`config.mk`:
```
export PLATFORM = sky130hd
export DESIGN_NAME = ycbcr_to_rgb_channel_swap_core
export DESIGN_NICKNAME = d
export VERILOG_FILES = /design/src/hw/rtl/ycs_pkg.sv /design/src/hw/rtl/ycs_mult.sv /design/src/hw/rtl/ycs_sum_clamp.sv /design/src/hw/rtl/ycs_swap.sv /design/src/hw/rtl/ycbcr_to_rgb_channel_swap_core.sv
export SDC_FILE = /design/constraint.sdc
export NUM_CORES = 1
export LEC_CHECK = 0
export BUFFER_PORTS_ARGS = -buffer_cell sky130_fd_sc_hd__buf_2
export CORE_ASPECT_RATIO = 1.25
export CORE_UTILIZATION = 55
export CTS_CLUSTER_DIAMETER = 120
export CTS_CLUSTER_SIZE = 24
export DETAILED_ROUTE_END_ITERATION = 12
export GPL_ROUTABILITY_DRIVEN = 0
export HOLD_SLACK_MARGIN = 0.12
export PLACE_DENSITY = 0.77
export SYNTH_ARGS = -nofsm -noshare
export SYNTH_HDL_FRONTEND = slang
export SYNTH_HIERARCHICAL = 1
export SYNTH_SLANG_ARGS = --single-unit
```
`constraint.sdc`:
```
create_clock -name clk -period 14.9 [get_ports clk]
set_input_delay 1.49 -clock clk [delete_from_list [all_inputs] [get_ports clk]]
set_output_delay 1.49 -clock clk [all_outputs]
set_load 0.05 [all_outputs]
```
`src/hw/rtl/ycs_pkg.sv`:
```
// ---------------------------------------------------------------------------
// ycs_pkg
// Shared types, swap codes and defaults for the YCbCr to RGB swap core.
// ---------------------------------------------------------------------------
package ycs_pkg;

  // default number of fraction bits in the coefficients
  localparam int FRAC_BITS_DEF = 16;

  // channel routing codes, named by (red, green, blue) output order
  localparam logic [2:0] SWAP_RBG  = 3'd0;
  localparam logic [2:0] SWAP_BRG  = 3'd1;
  localparam logic [2:0] SWAP_BGR  = 3'd2;
  localparam logic [2:0] SWAP_GRB  = 3'd3;
  localparam logic [2:0] SWAP_GBR  = 3'd4;
  localparam logic [2:0] SWAP_NONE = 3'd5;
  localparam logic [2:0] SWAP_NONE_ALT1 = 3'd6;
  localparam logic [2:0] SWAP_NONE_ALT2 = 3'd7;

  // input pixel beat
  typedef struct packed {
    logic [7:0] luma;
    logic [7:0] chroma_blue;
    logic [7:0] chroma_red;
  } in_beat_t;

  // output pixel beat
  typedef struct packed {
    logic [7:0] red_out;
    logic [7:0] green_out;
    logic [7:0] blue_out;
  } out_beat_t;

  // clamped rgb between the clamp stage and the swap stage
  typedef struct packed {
    logic [7:0] r;
    logic [7:0] g;
    logic [7:0] b;
  } rgb_t;

endpackage

```
`src/hw/rtl/ycs_mult.sv`:
```
// ---------------------------------------------------------------------------
// ycs_mult
// Two stages: center the chroma samples, then form the four coefficient
// products and the scaled luma.
// ---------------------------------------------------------------------------
module ycs_mult import ycs_pkg::*; #(
  parameter int FRAC_BITS = FRAC_BITS_DEF,
  parameter int PROD_W    = FRAC_BITS + 11
) (
  input  logic                     clk,
  input  logic                     rst_n,
  input  logic                     in_vld,
  input  in_beat_t                 in_beat,
  output logic                     out_vld,
  output logic signed [PROD_W-1:0] ys,
  output logic signed [PROD_W-1:0] prod_r,
  output logic signed [PROD_W-1:0] prod_gb,
  output logic signed [PROD_W-1:0] prod_gr,
  output logic signed [PROD_W-1:0] prod_b
);

  // coefficients: round half up of c * 2^FRAC_BITS
  localparam int  COEF_W = FRAC_BITS + 2;
  localparam longint CoefR  = ((longint'(1402)  << FRAC_BITS) + 500)   / 1000;
  localparam longint CoefGb = ((longint'(34414) << FRAC_BITS) + 50000) / 100000;
  localparam longint CoefGr = ((longint'(71414) << FRAC_BITS) + 50000) / 100000;
  localparam longint CoefB  = ((longint'(1772)  << FRAC_BITS) + 500)   / 1000;

  localparam logic signed [COEF_W-1:0] C_R  = COEF_W'(CoefR);
  localparam logic signed [COEF_W-1:0] C_GB = COEF_W'(CoefGb);
  localparam logic signed [COEF_W-1:0] C_GR = COEF_W'(CoefGr);
  localparam logic signed [COEF_W-1:0] C_B  = COEF_W'(CoefB);

  logic              vld1_r;
  logic [7:0]        luma1_r;
  logic signed [8:0] db1_r, dr1_r;
  logic              vld2_r;

  // stage 1: register luma and centered chroma
  always_ff @(posedge clk) begin
    if (!rst_n) begin
      vld1_r <= 1'b0;
    end else begin
      vld1_r <= in_vld;
    end
    luma1_r <= in_beat.luma;
    db1_r   <= $signed({1'b0, in_beat.chroma_blue}) - 9'sd128;
    dr1_r   <= $signed({1'b0, in_beat.chroma_red}) - 9'sd128;
  end

  // stage 2: coefficient products
  always_ff @(posedge clk) begin
    if (!rst_n) begin
      vld2_r <= 1'b0;
    end else begin
      vld2_r <= vld1_r;
    end
    ys      <= $signed({{(PROD_W-8-FRAC_BITS){1'b0}}, luma1_r, {FRAC_BITS{1'b0}}});
    prod_r  <= PROD_W'(C_R  * dr1_r);
    prod_gb <= PROD_W'(C_GB * db1_r);
    prod_gr <= PROD_W'(C_GR * dr1_r);
    prod_b  <= PROD_W'(C_B  * db1_r);
  end

  assign out_vld = vld2_r;

endmodule

```
`src/hw/rtl/ycs_sum_clamp.sv`:
```
// ---------------------------------------------------------------------------
// ycs_sum_clamp
// Two stages: add the products per channel, then floor shift and saturate
// each channel to 0..255.
// ---------------------------------------------------------------------------
module ycs_sum_clamp import ycs_pkg::*; #(
  parameter int FRAC_BITS = FRAC_BITS_DEF,
  parameter int PROD_W    = FRAC_BITS + 11
) (
  input  logic                     clk,
  input  logic                     rst_n,
  input  logic                     in_vld,
  input  logic signed [PROD_W-1:0] ys,
  input  logic signed [PROD_W-1:0] prod_r,
  input  logic signed [PROD_W-1:0] prod_gb,
  input  logic signed [PROD_W-1:0] prod_gr,
  input  logic signed [PROD_W-1:0] prod_b,
  output logic                     out_vld,
  output rgb_t                     rgb
);

  localparam int WHOLE_W = PROD_W - FRAC_BITS;

  logic                     vld3_r, vld4_r;
  logic signed [PROD_W-1:0] sum_r_r, sum_g_r, sum_b_r;
  rgb_t                     rgb_r;

  // saturate the integer part of a channel sum
  function automatic logic [7:0] sat8(input logic signed [PROD_W-1:0] s);
    logic [WHOLE_W-1:0] whole;
    whole = s[PROD_W-1:FRAC_BITS];
    if (whole[WHOLE_W-1]) begin
      sat8 = 8'd0;
    end else if (|whole[WHOLE_W-2:8]) begin
      sat8 = 8'd255;
    end else begin
      sat8 = whole[7:0];
    end
  endfunction

  // stage 3: channel sums
  always_ff @(posedge clk) begin
    if (!rst_n) begin
      vld3_r <= 1'b0;
    end else begin
      vld3_r <= in_vld;
    end
    sum_r_r <= ys + prod_r;
    sum_g_r <= ys - prod_gb - prod_gr;
    sum_b_r <= ys + prod_b;
  end

  // stage 4: floor and clamp
  always_ff @(posedge clk) begin
    if (!rst_n) begin
      vld4_r <= 1'b0;
    end else begin
      vld4_r <= vld3_r;
    end
    rgb_r.r <= sat8(sum_r_r);
    rgb_r.g <= sat8(sum_g_r);
    rgb_r.b <= sat8(sum_b_r);
  end

  assign out_vld = vld4_r;
  assign rgb     = rgb_r;

endmodule

```
`src/hw/rtl/ycs_swap.sv`:
```
// ---------------------------------------------------------------------------
// ycs_swap
// Output stage: routes the clamped channels per swap mode into the output
// register.
// ---------------------------------------------------------------------------
module ycs_swap import ycs_pkg::*; (
  input  logic       clk,
  input  logic       rst_n,
  input  logic       in_vld,
  input  rgb_t       rgb,
  input  logic [2:0] swap_mode,
  output logic       out_vld,
  output out_beat_t  out_beat
);

  logic      vld_r;
  out_beat_t beat_r, beat_nxt;

  // channel routing decode
  always_comb begin
    unique case (swap_mode)
      SWAP_RBG: beat_nxt = '{red_out: rgb.r, green_out: rgb.b, blue_out: rgb.g};
      SWAP_BRG: beat_nxt = '{red_out: rgb.b, green_out: rgb.r, blue_out: rgb.g};
      SWAP_BGR: beat_nxt = '{red_out: rgb.b, green_out: rgb.g, blue_out: rgb.r};
      SWAP_GRB: beat_nxt = '{red_out: rgb.g, green_out: rgb.r, blue_out: rgb.b};
      SWAP_GBR: beat_nxt = '{red_out: rgb.g, green_out: rgb.b, blue_out: rgb.r};
      default:  beat_nxt = '{red_out: rgb.r, green_out: rgb.g, blue_out: rgb.b};
    endcase
  end

  // stage 5: output register
  always_ff @(posedge clk) begin
    if (!rst_n) begin
      vld_r <= 1'b0;
    end else begin
      vld_r <= in_vld;
    end
    beat_r <= beat_nxt;
  end

  assign out_vld  = vld_r;
  assign out_beat = beat_r;

endmodule

```
`src/hw/rtl/ycbcr_to_rgb_channel_swap_core.sv`:
```
// ---------------------------------------------------------------------------
// ycbcr_to_rgb_channel_swap_core
// Full-range BT.601 YCbCr to RGB conversion with a channel routing stage.
// ---------------------------------------------------------------------------
// Usage:
//   Pixels enter on in_data as Y, Cb, Cr; a beat is taken at each clock
//   edge with start high. busy is tied low: the core takes one pixel every
//   cycle, back to back, with no gaps needed.
//   Each result is shown on out_data for exactly one cycle with out_valid
//   high, after its input beat has passed the five register stages (center,
//   multiply, sum, clamp, route). Throughput is one pixel per clock, set by
//   the fully pipelined multiply and add stages.
//   The receiver cannot stall, so no result is ever held or dropped.
//   swap_mode is written through cfg_valid/cfg_data; cfg_ready is always
//   high. Write it only while no pixel is in flight.
//   Reset (rst_n low, synchronous) clears all stage valid bits and sets
//   swap_mode to straight through; pixels in flight are discarded.
// ---------------------------------------------------------------------------
module ycbcr_to_rgb_channel_swap_core import ycs_pkg::*; #(
  parameter int FRAC_BITS = FRAC_BITS_DEF
) (
  input  logic      clk,
  input  logic      rst_n,
  input  logic      start,
  output logic      busy,
  input  in_beat_t  in_data,
  output logic      out_valid,
  output out_beat_t out_data,
  input  logic      cfg_valid,
  output logic      cfg_ready,
  input  logic [2:0] cfg_data
);

  localparam int PROD_W = FRAC_BITS + 11;

  logic                     in_acc;
  logic [2:0]               swap_mode_r;
  logic                     mult_vld, clamp_vld;
  logic signed [PROD_W-1:0] ys, prod_r, prod_gb, prod_gr, prod_b;
  rgb_t                     rgb;

  // handshakes
  assign busy      = 1'b0;
  assign cfg_ready = 1'b1;
  assign in_acc    = start & ~busy;

  // mode register
  always_ff @(posedge clk) begin
    if (!rst_n) begin
      swap_mode_r <= SWAP_NONE;
    end else if (cfg_valid && cfg_ready) begin
      swap_mode_r <= cfg_data;
    end
  end

  // centering and products
  ycs_mult #(
    .FRAC_BITS(FRAC_BITS),
    .PROD_W   (PROD_W)
  ) u_mult (
    .clk    (clk),
    .rst_n  (rst_n),
    .in_vld (in_acc),
    .in_beat(in_data),
    .out_vld(mult_vld),
    .ys     (ys),
    .prod_r (prod_r),
    .prod_gb(prod_gb),
    .prod_gr(prod_gr),
    .prod_b (prod_b)
  );

  // sums and saturation
  ycs_sum_clamp #(
    .FRAC_BITS(FRAC_BITS),
    .PROD_W   (PROD_W)
  ) u_sum_clamp (
    .clk    (clk),
    .rst_n  (rst_n),
    .in_vld (mult_vld),
    .ys     (ys),
    .prod_r (prod_r),
    .prod_gb(prod_gb),
    .prod_gr(prod_gr),
    .prod_b (prod_b),
    .out_vld(clamp_vld),
    .rgb    (rgb)
  );

  // channel routing and output register
  ycs_swap u_swap (
    .clk      (clk),
    .rst_n    (rst_n),
    .in_vld   (clamp_vld),
    .rgb      (rgb),
    .swap_mode(swap_mode_r),
    .out_vld  (out_valid),
    .out_beat (out_data)
  );

  // a result only ever follows an earlier accepted input beat
  a_out_follows_in: assert property (@(posedge clk) disable iff (!rst_n)
    out_valid |-> $past(in_acc, 5))
    else $error("result without matching input beat");

  // every beat taken yields a result at the output
  a_in_gives_out: assert property (@(posedge clk) disable iff (!rst_n)
    in_acc |-> ##5 out_valid)
    else $error("input beat lost in pipeline");

  // neutral chroma gives gray equal to luma in every routing
  a_gray_pass: assert property (@(posedge clk) disable iff (!rst_n)
    (in_acc && in_data.chroma_blue == 8'd128 && in_data.chroma_red == 8'd128)
    |-> ##5 (out_data.red_out == out_data.green_out &&
             out_data.green_out == out_data.blue_out &&
             out_data.red_out == $past(in_data.luma, 5)))
    else $error("neutral chroma not converted to gray");

endmodule
```
==> results.ini, run 1 <==
[synthesis]
synth_area_leaders = dfxtp_1 (25%), ha_1 (24%), fa_1 (15%)
synth_edf_count = 0
synth.cell_area_um2 = 17400
synth_top_area_cell = dfxtp_1
seq_area_frac_synth_pct = 24.6
ys.warnings.count = 6
ys_types = 74
synth_top_cell_area_share_pct = 24.6
yosys-top-cells-count = ha_1 (337), inv_1 (242), dfxtp_1 (214), fa_1 (128), nor2_1 (124)
ys_ff_latch = 214
netlist_instances = 1756
avgSynthCellArea_um2 = 9.91
async_flop_share_pct = 0
synth_most_common_cell = ha_1
ys.flop_type = dfxtp_1

[clock_network]
cts_tree = done
cts_root_buf = clkbuf_16
htreeDepth = 1
numCtsBuffers = 13
holdBufCountCts = 0
post_cts_buffers = 0
insertion_delay_ns = 0.48
cts.repair.resized = 0
cts.sinks = 214
clock_path_buffers = 3
path_clk_slew_ns = 0.09

[global_routing]
track_usage_pct = 23.5
grt_pass1_vias = 12500
grt_pass1_wl_mm = 60.8
grt_max_degree = 45
antenna_found_initial = 0
overflow = 0

[drt]
drt_iter0_drc = 669
drcViolationCount = 0
wl_per_cell_um = 16.8
vias = 12100
wirelength_mm = 36.9
ant_nets = 0
drt_pass1_iterations = 5
vias_per_cell = 5.50

[floorplan]
start_util_pct = 56.0
die_w_um = 161
die-area_um2 = 32400
die_h_um = 201
ioPinCount = 58
core_area_um2 = 31100
row_count = 72

[layout]
stdcell_area_um2 = 18200
syn_to_final_growth_pct = 4.73
drive_above_1_share_pct = 6.82
instances_no_fill = 2197
multiInputGateArea_um2 = 11900
n_antenna_cell = 0
finalNetCount = 2285
seqCellArea_um2 = 4280
nFillCells = 2638

[placement]
placed_cells = 2181
hpwl_mm = 31.0
io_buffers = 55
placedInstanceArea_um2 = 17900
place_ws_ns = 9.88

[critical_path]
slowest_stage = dfxtp_1
critPathRequiredTime_ns = 15.28
crit_path_end_kind = flip-flop
startpoint_type = flip-flop
critPathMaxFanout = 10
criticalPathCategory = reg -> reg
max_stage_delay_ns = 0.64
path_common_cell = inv_1
cp_cell_sequence = inv_1 -> ha_1 -> inv_1 -> ha_1 -> inv_1 -> fa_1 -> fa_1 -> inv_1 -> fa_1 -> inv_1 -> fa_1 -> nor2b_1 -> o31a_1 -> o211ai_1 -> a21oi_1 -> o21ai_0 -> a211o_1 -> xnor2_1
setup.reg_to_reg.worst_slack_ns = 9.85
critPathArrivalTime_ns = 5.42

[status]
status = finished clean

[pwr]
vdd_drop_max_v = 0.000128
powerDensity_nw_per_um2 = 199
leakagePower_nw = 9.25

[sta]
grt_setup_unrepaired = false
slew_headroom_pct = 56.5
tightest_slew_ns = 0.652
setup_tns_ns = 0
finalCritPeriodShare_pct = 33.9
max_freq_ghz = 0.198
skew_ns = 0.0205
period_minus_slack_ns = 5.05
fin_ws_ns = 9.85
hold_viol_final = 0
report.final.slew_viol_count = 0
setup_viol = 0

[run]
cap_violations = 0

[hold_path]
hp-class = reg -> reg

[per-layer routing]
metal,global-route usage [%],vias to the layer above,share of wire [%]
li1,-,5954,-
met1,26.8,5758,40
met2,43.1,284,51
met3,2.46,96,3.8
met4,11.8,0,5.0
met5,0,-,0
[state kept, by name, summed over array words and instances (netlist names)]
register / count
u_swap/out_beat: 24
u_mult/luma1_r: 8
u_mult/vld1_r: 1
u_mult/out_vld: 1
u_mult/prod_gr: 18
u_swap/out_vld: 1
u_sum_clamp/sum_b_r: 11
u_sum_clamp/sum_g_r: 11
u_sum_clamp/vld3_r: 1
u_mult/db1_r: 8
u_sum_clamp/sum_r_r: 11
swap_mode_r: 3
u_sum_clamp/out_vld: 1
u_mult/ys: 8
u_mult/prod_r: 27
u_mult/prod_gb: 22
u_mult/dr1_r: 8
u_mult/prod_b: 26
u_sum_clamp/rgb: 24
[worst paths after layout]
check | startpoint | to | depth (start not counted)
setup / recovery | u_mult/db1_r[1]$_DFF_P_ | u_mult/prod_b[24]$_DFF_P_ | 18
hold / removal | u_mult/luma1_r[6]$_DFF_P_ | u_mult/ys[22]$_DFF_P_ | 0
setup reg to reg | u_mult/db1_r[1]$_DFF_P_ | u_mult/prod_b[24]$_DFF_P_ | 18
hold reg to reg | u_mult/luma1_r[6]$_DFF_P_ | u_mult/ys[22]$_DFF_P_ | 0
[per-stage QoR]
| stage | power (W) | utilization (%) | hold WS, ns |
|---|---|---|---|
| after floorplan | 0.00276 | - | 0.310 |
| after global placement | 0.00316 | 57.5 | 0.314 |
| after detailed placement | 0.00324 | 57.5 | 0.312 |
| after CTS | 0.00362 | 58.7 | 0.335 |
| after global routing | 0.00398 | 58.7 | 0.348 |
| final | 0.00363 | 58.7 | 0.333 |
[cell families after synthesis]
| logic type | Yosys count | share of synthesized area [%] |
|---|---|---|
| AND/OR/NAND/NOR | 292 | 7.96 |
| other | 3 | 0.0647 |
| multiplexers | 36 | 2.34 |
| XOR/XNOR | 107 | 5.38 |
| buffers and inverters | 305 | 7.70 |
| AO/OA/AOI/OAI | 334 | 13.0 |
| flip-flops | 214 | 24.6 |
| adder cells (fa/ha/maj) | 465 | 38.9 |
[cell type report]
class,count,area share [%]
Timing Repair Buffer,60,1.72
Clock buffer,13,1.78
Inverter,242,4.98
Clock inverter,3,0.165
Tap cell,407,2.79
Sequential cell,214,23.5
Multi-Input combinational cell,1258,65.1
[placed cells by master, fill, tap and decap left out, types with 18 or more instances in the layout]
cell	Yosys	routed
inv_1	242	242
o21bai_1	19	19
fa_1	128	128
o21ai_1	26	26
nor2_1	124	124
nand3_1	18	18
a21o_1	32	32
o21ai_0	38	38
buf_2	5	55
a21oi_1	100	100
xor2_1	31	31
mux2i_1	20	20
dfxtp_1	214	214
ha_1	337	337
nand2_1	55	55
conb_1	3	24
xnor2_1	76	76
[where the power goes]
| part | total [W] | leakage, nW | internal, W | switching [W] |
|---|---|---|---|---|
| clock network | 0.000355 | 0.176 | 0.000162 | 0.000193 |
| registers | 0.000939 | 1.80 | 0.000826 | 0.000113 |
| logic | 0.00234 | 7.27 | 0.000986 | 0.00135 |
| total | 0.00363 | 9.25 | 0.00197 | 0.00166 |
[worst max-delay path, delay by kind of cell (launching register included)]
family                   cells  cell delay [ns]
buffers and inverters        5             0.36
XOR/XNOR                     1             0.12
flip-flops                   1             0.64
AO/OA/AOI/OAI                5             1.04
AND/OR/NAND/NOR              1             0.18
adder cells (fa/ha/maj)      6             2.61
Note: power is estimated with default switching activity, not from simulation.
==> run 2: changes to the inputs <==
clock period = 5.2 ns   (was 14.9 ns; I/O delays follow)
==> results.ini, run 2 (same netlist as run 1, synthesis figures left out) <==
[pwr]
p_clk_share_pct = 9.5  ; -0.3 points
vdd_drop_max_v = 0.000500  ; +290%
powerDensity_nw_per_um2 = 566  ; +180%
p_int_w = 0.00566  ; +190%
combPwrFrac_pct = 64.6  ; +0.2 points
p_sw_w = 0.00473  ; +190%
switching_share_pct = 45.5  ; -0.13 points
seqPwrFrac_pct = 25.8  ; about the same
leakagePower_nw = 9.31  ; +0.68%

[global_routing]
track_usage_pct = 23.3  ; -0.20 points
antenna_found_initial = 0  ; unchanged
grt_max_degree = 45  ; unchanged
overflow = 0  ; unchanged
grt_pass1_vias = 12300  ; -1.6%
grt_pass1_wl_mm = 60.3  ; -0.77%

[floorplan]
ioPinCount = 58  ; unchanged
start_util_pct = 56.0  ; unchanged
row_count = 72  ; unchanged
die_h_um = 201  ; unchanged
core_area_um2 = 31100  ; unchanged
die_w_um = 161  ; unchanged
die-area_um2 = 32400  ; unchanged

[critical_path]
slowest_stage = dfxtp_1
r2r_start = u_mult/db1_r[2]$_DFF_P_
criticalPathCategory = reg -> reg
critPathArrivalTime_ns = 5.28  ; -0.14 ns
crit_path_end_kind = flip-flop
startpoint = u_mult/db1_r[2]$_DFF_P_
startpoint_type = flip-flop
max_stage_delay_ns = 0.55  ; -0.09 ns
cp_cell_sequence = ha_1 -> inv_1 -> ha_1 -> inv_1 -> fa_1 -> fa_1 -> inv_1 -> fa_1 -> inv_1 -> fa_1 -> nor2b_1 -> o31a_1 -> o211ai_1 -> a21oi_1 -> o21ai_0 -> a211o_1 -> xnor2_1
critPathRequiredTime_ns = 5.58  ; -9.70 ns
critPathMaxFanout = 8  ; -2
setup.reg_to_reg.worst_slack_ns = 0.30  ; -9.55 ns

[sta]
slew_headroom_pct = 62.2  ; +5.7 points
setup_viol = 0  ; unchanged
hold_ws_ns = 0.133  ; -0.200 ns
tightest_slew_ns = 0.566  ; -0.0853 ns
fin_ws_ns = 0.300  ; -9.55 ns
grt_setup_unrepaired = false
skew_ns = 0.0211  ; +0.000565 ns
period_minus_slack_ns = 4.90  ; -0.145 ns
setup_tns_ns = 0  ; unchanged
max_freq_ghz = 0.204  ; +3.0%
finalCritPeriodShare_pct = 94.2  ; +60 points
hold_viol_final = 0  ; unchanged
report.final.slew_viol_count = 0  ; unchanged

[clock_network]
cts_tree = done
cts.repair.resized = 0  ; unchanged
post_cts_buffers = 0  ; unchanged
cts.sinks = 214  ; unchanged
clock_path_buffers = 3  ; unchanged
path_clk_slew_ns = 0.10  ; about the same
numCtsBuffers = 12  ; -1
insertion_delay_ns = 0.49  ; about the same
cts_root_buf = clkbuf_16
holdBufCountCts = 8  ; +8
htreeDepth = 1  ; unchanged

[drt]
drt_iter0_drc = 700  ; +4.6%
drt_pass1_iterations = 5  ; unchanged
ant_nets = 0  ; unchanged
wl_per_cell_um = 16.7  ; -0.44%
vias_per_cell = 5.51  ; about the same
wirelength_mm = 37.0  ; +0.20%
vias = 12200  ; +0.73%
drcViolationCount = 0  ; unchanged

[status]
status = finished clean

[layout]
final_cell_mix = ha_1 (337), inv_1 (242), dfxtp_1 (214)
seqCellArea_um2 = 4280  ; unchanged
mostFrequentLayoutCell = ha_1
syn_to_final_growth_pct = 5.45
n_antenna_cell = 0  ; unchanged
instances_no_fill = 2211  ; +0.64%
top_register = u_mult/prod_r
multiInputGateArea_um2 = 11900  ; unchanged
top_regs = u_mult/prod_r x27, u_mult/prod_b x26
largest_reg_flops = 27  ; unchanged
drive_above_1_share_pct = 7.04  ; +0.22 points
nFillCells = 2611  ; -1.0%
finalNetCount = 2300  ; +0.66%

[placement]
placed_cells = 2188  ; +0.32%
hpwl_mm = 30.9  ; -0.48%
place_ws_ns = 0.376  ; -9.50 ns
io_buffers = 55  ; unchanged

[hold_path]
hp-class = in -> reg
hp-start = in_data[4]

[run]
cap_violations = 0  ; unchanged

==> run 2: cell types whose count changed in the layout (fill, tap and decap cells not counted), sizes merged <==
cell         change
inv              -2
clkinv           -1
dlygate4sd3      +9
clkbuf           +1
buf              +7
==> run 2: final cells by class <==
type	instances	area share, %
Tap cell	407	2.77
Inverter	242	4.95
Sequential cell	214	23.3
Clock buffer	14	1.85
Multi-Input combinational cell	1258	64.6
Timing Repair Buffer	76	2.48
==> run 2: metal layers <==
| metal | GRT usage, % | wire length, um | share of wire, % | vias to the layer above |
|---|---|---|---|---|
| met3 | 2.19 | 1440 | 3.9 | 93 |
| met5 | 0 | 0 | 0 | - |
| met1 | 27.8 | 15400 | 42 | 5774 |
| li1 | - | - | - | 5982 |
| met2 | 42.5 | 18500 | 50 | 331 |
| met4 | 9.77 | 1610 | 4.4 | 0 |
==> run 2: worst paths after layout <==
path,end,cells after the start
worst max-delay path,u_mult/prod_b[24]$_DFF_P_,17
worst max register to register,u_mult/prod_b[24]$_DFF_P_,17
worst min register to register,u_mult/ys[21]$_DFF_P_,0
worst min-delay path,u_mult/dr1_r[4]$_DFF_P_,1
==> run 2: power groups by stage <==
stage / clock network [W] / registers (W) / logic, W
after global placement: 0 / 0.00271 / 0.00638
after CTS: 0.00102 / 0.00269 / 0.00663
after global routing: 0.00109 / 0.00275 / 0.00751
final: 0.000992 / 0.00268 / 0.00672
after floorplan: 0 / 0.00293 / 0.00497
after detailed placement: 0 / 0.00273 / 0.00654
==> run 2: through the flow <==
step | area [um^2] | util [%] | power [W]
final | 18400 | 59.1 | 0.0104
after global routing | 18400 | 59.1 | 0.0114
after CTS | 18400 | 59.0 | 0.0103
after detailed placement | 17900 | 57.7 | 0.00928
after global placement | 17900 | 57.7 | 0.00909
after floorplan | 17500 | - | 0.00790
==> run 2: critical path, delay by kind of cell (launching register included) <==
family / cells / cell delay [ns]
and+or+nand+nor: 1 / 0.18
buffers and inverters: 4 / 0.31
DFF: 1 / 0.55
adders and majority gates: 6 / 2.55
AOI/OAI and AO/OA: 5 / 1.07
xor gates and xnor gates: 1 / 0.12
==> run 3: changes to the inputs <==
CORE_UTILIZATION = 45   (was 55)
PLACE_DENSITY = 0.66   (was 0.77)
==> results.ini, run 3 (same netlist as run 1, synthesis figures left out) <==
[status]
status = finished clean

[layout]
stdcell_area_um2 = 18500  ; +0.95%
finalNetCount = 2305  ; +0.22%
nFillCells = 3474  ; +33%
utilization_pct = 48.6  ; -10 points
largest_reg_flops = 27  ; unchanged
drive_above_1_share_pct = 7.23  ; +0.19 points
mostFrequentLayoutCell = ha_1
syn_to_final_growth_pct = 6.45
top_regs = u_mult/prod_r x27, u_mult/prod_b x26
instances_no_fill = 2303  ; +4.2%
final_cell_mix = ha_1 (337), inv_1 (242), dfxtp_1 (214)
n_antenna_cell = 0  ; unchanged
top_register = u_mult/prod_r

[drt]
wl_per_cell_um = 16.3  ; -2.6%
drt_iter0_drc = 560  ; -20%
drcViolationCount = 0  ; unchanged
ant_nets = 0  ; unchanged
drt_pass1_iterations = 4  ; -1
vias = 11900  ; -2.0%
wirelength_mm = 37.5  ; +1.4%
vias_per_cell = 5.18  ; -5.9%

[global_routing]
grt_pass1_wl_mm = 61.4  ; +1.8%
grtUsageMet2_pct = 35.9  ; -6.6 points
grt_max_degree = 45  ; unchanged
top_usage_layer = met2
antenna_found_initial = 0  ; unchanged
track_usage_pct = 19.7  ; -3.7 points
use_met3_pct = 2.09  ; -0.098 points
grt_pass1_vias = 12200  ; -0.98%
grtUsageMet1_pct = 23.5  ; -4.3 points
overflow = 0  ; unchanged

[critical_path]
criticalPathCategory = reg -> reg
startpoint_type = flip-flop
critPathRequiredTime_ns = 5.58  ; about the same
critPathArrivalTime_ns = 5.23  ; -0.05 ns
slowest_stage = fa_1
crit_path_end_kind = flip-flop
critPathMaxFanout = 7  ; -1
cp_cell_sequence = ha_1 -> inv_1 -> fa_1 -> inv_1 -> fa_1 -> fa_1 -> ha_1 -> ha_1 -> nand4_1 -> or3_1 -> a31oi_1 -> and3_1 -> a211o_1 -> a21oi_2 -> xnor2_1
worstRegToRegCells = 15  ; -2
max_stage_delay_ns = 0.55  ; about the same

[hold_path]
hold_depth = 1  ; unchanged
hp-class = in -> reg

[sta]
max_freq_ghz = 0.206  ; +1.1%
report.final.slew_viol_count = 0  ; unchanged
setup_viol = 0  ; unchanged
period_minus_slack_ns = 4.85  ; -0.0528 ns
finalCritPeriodShare_pct = 93.2  ; -1.0 points
tightest_slew_ns = 0.598  ; +0.0312 ns
skew_ns = 0.0214  ; +0.000269 ns
slew_headroom_pct = 60.1  ; -2.1 points
grt_setup_unrepaired = false
setup_tns_ns = 0  ; unchanged
hold_viol_final = 0  ; unchanged

[floorplan]
core_area_um2 = 38100  ; +23%
die_h_um = 222  ; +10%
die_w_um = 178  ; +10%
row_count = 80  ; +11%
ioPinCount = 58  ; unchanged
die-area_um2 = 39500  ; +22%
start_util_pct = 45.7  ; -10 points

[placement]
placedInstanceArea_um2 = 18000  ; +0.64%
placed_cells = 2274  ; +3.9%
hpwl_mm = 31.9  ; +3.2%
io_buffers = 55  ; unchanged

[clock_network]
htreeDepth = 1  ; unchanged
cts.repair.resized = 0  ; unchanged
insertion_delay_ns = 0.50  ; about the same
cts_tree = done
path_clk_slew_ns = 0.10  ; about the same
post_cts_buffers = 0  ; unchanged
holdBufCountCts = 12  ; +4
cts_root_buf = clkbuf_16
numCtsBuffers = 13  ; +1
clock_path_buffers = 3  ; unchanged
cts.sinks = 214  ; unchanged

[run]
cap_violations = 0  ; unchanged

[pwr]
p_clk_share_pct = 10.0  ; +0.5 points
switching_share_pct = 45.7  ; +0.24 points
p_sw_w = 0.00478  ; +1.1%
combPwrFrac_pct = 64.4  ; -0.2 points
p_int_w = 0.00567  ; about the same
seqPwrFrac_pct = 25.7  ; about the same
powerDensity_nw_per_um2 = 564  ; -0.41%
leakagePower_nw = 9.34  ; +0.30%
vdd_drop_max_v = 0.000290  ; -42%

==> run 3: cell count changes in the layout (fill, tap and decap cells not counted), sizes merged <==
cell / change
inv: +2
clkinv: +1
clkbuf: -1
buf: +1
dlygate4sd3: +3
clkinvlp: +1
==> run 3: worst paths after layout <==
kind                             startpoint                          to  slack [ns]
setup reg to reg    u_mult/dr1_r[5]$_DFF_P_  u_mult/prod_gr[25]$_DFF_P_        0.35
hold / removal                   in_data[6]     u_mult/dr1_r[6]$_DFF_P_        0.14
hold reg to reg   u_mult/luma1_r[7]$_DFF_P_       u_mult/ys[23]$_DFF_P_        0.33
setup / recovery    u_mult/dr1_r[5]$_DFF_P_  u_mult/prod_gr[25]$_DFF_P_        0.35
==> run 3: critical path, delay by kind of cell (launching register included) <==
kind | cells | cell delay (ns)
xor gates and xnor gates | 1 | 0.12
and+or+nand+nor | 3 | 0.76
DFF | 1 | 0.53
adders and majority gates | 6 | 2.58
AOI/OAI and AO/OA | 3 | 0.54
buffers and inverters | 2 | 0.24
==> run 3: routing by layer <==
metal / vias to the layer above / share of wire, % / wire length [um]
met5: - / 0 / 0
met4: 0 / 3.5 / 1310
met3: 62 / 3.5 / 1330
met2: 239 / 51 / 19000
met1: 5646 / 42 / 15800
li1: 5992 / - / -
==> run 3: cell type report <==
| class | count | area (um^2) | area share (%) |
|---|---|---|---|
| Clock buffer | 13 | 325 | 1.76 |
| Clock inverter | 4 | 43.8 | 0.236 |
| Inverter | 242 | 908 | 4.90 |
| Multi-Input combinational cell | 1258 | 11900 | 64.0 |
| Sequential cell | 214 | 4280 | 23.1 |
| Tap cell | 492 | 616 | 3.32 |
| Timing Repair Buffer | 80 | 493 | 2.66 |
==> run 3: stage by stage <==
stage / hold WS [ns] / total power, W / setup slack [ns]
2_1_floorplan: 0.310 / 0.00790 / 0.515
3_3_place_gp: 0.310 / 0.00921 / 0.496
3_5_place_dp: 0.313 / 0.00933 / 0.369
4_1_cts: 0.123 / 0.0105 / 0.333
5_1_grt: 0.121 / 0.0115 / 0.00827
6_report: 0.142 / 0.0104 / 0.353
==> run 3: power groups by stage <==
stage | clock network [W] | registers, W | logic, W
floorplan | 0 | 0.00293 | 0.00497
global route | 0.00116 | 0.00276 | 0.00756
finish | 0.00104 | 0.00268 | 0.00672
detailed placement | 0 | 0.00273 | 0.00660
global placement | 0 | 0.00272 | 0.00649
CTS | 0.00109 | 0.00269 | 0.00667
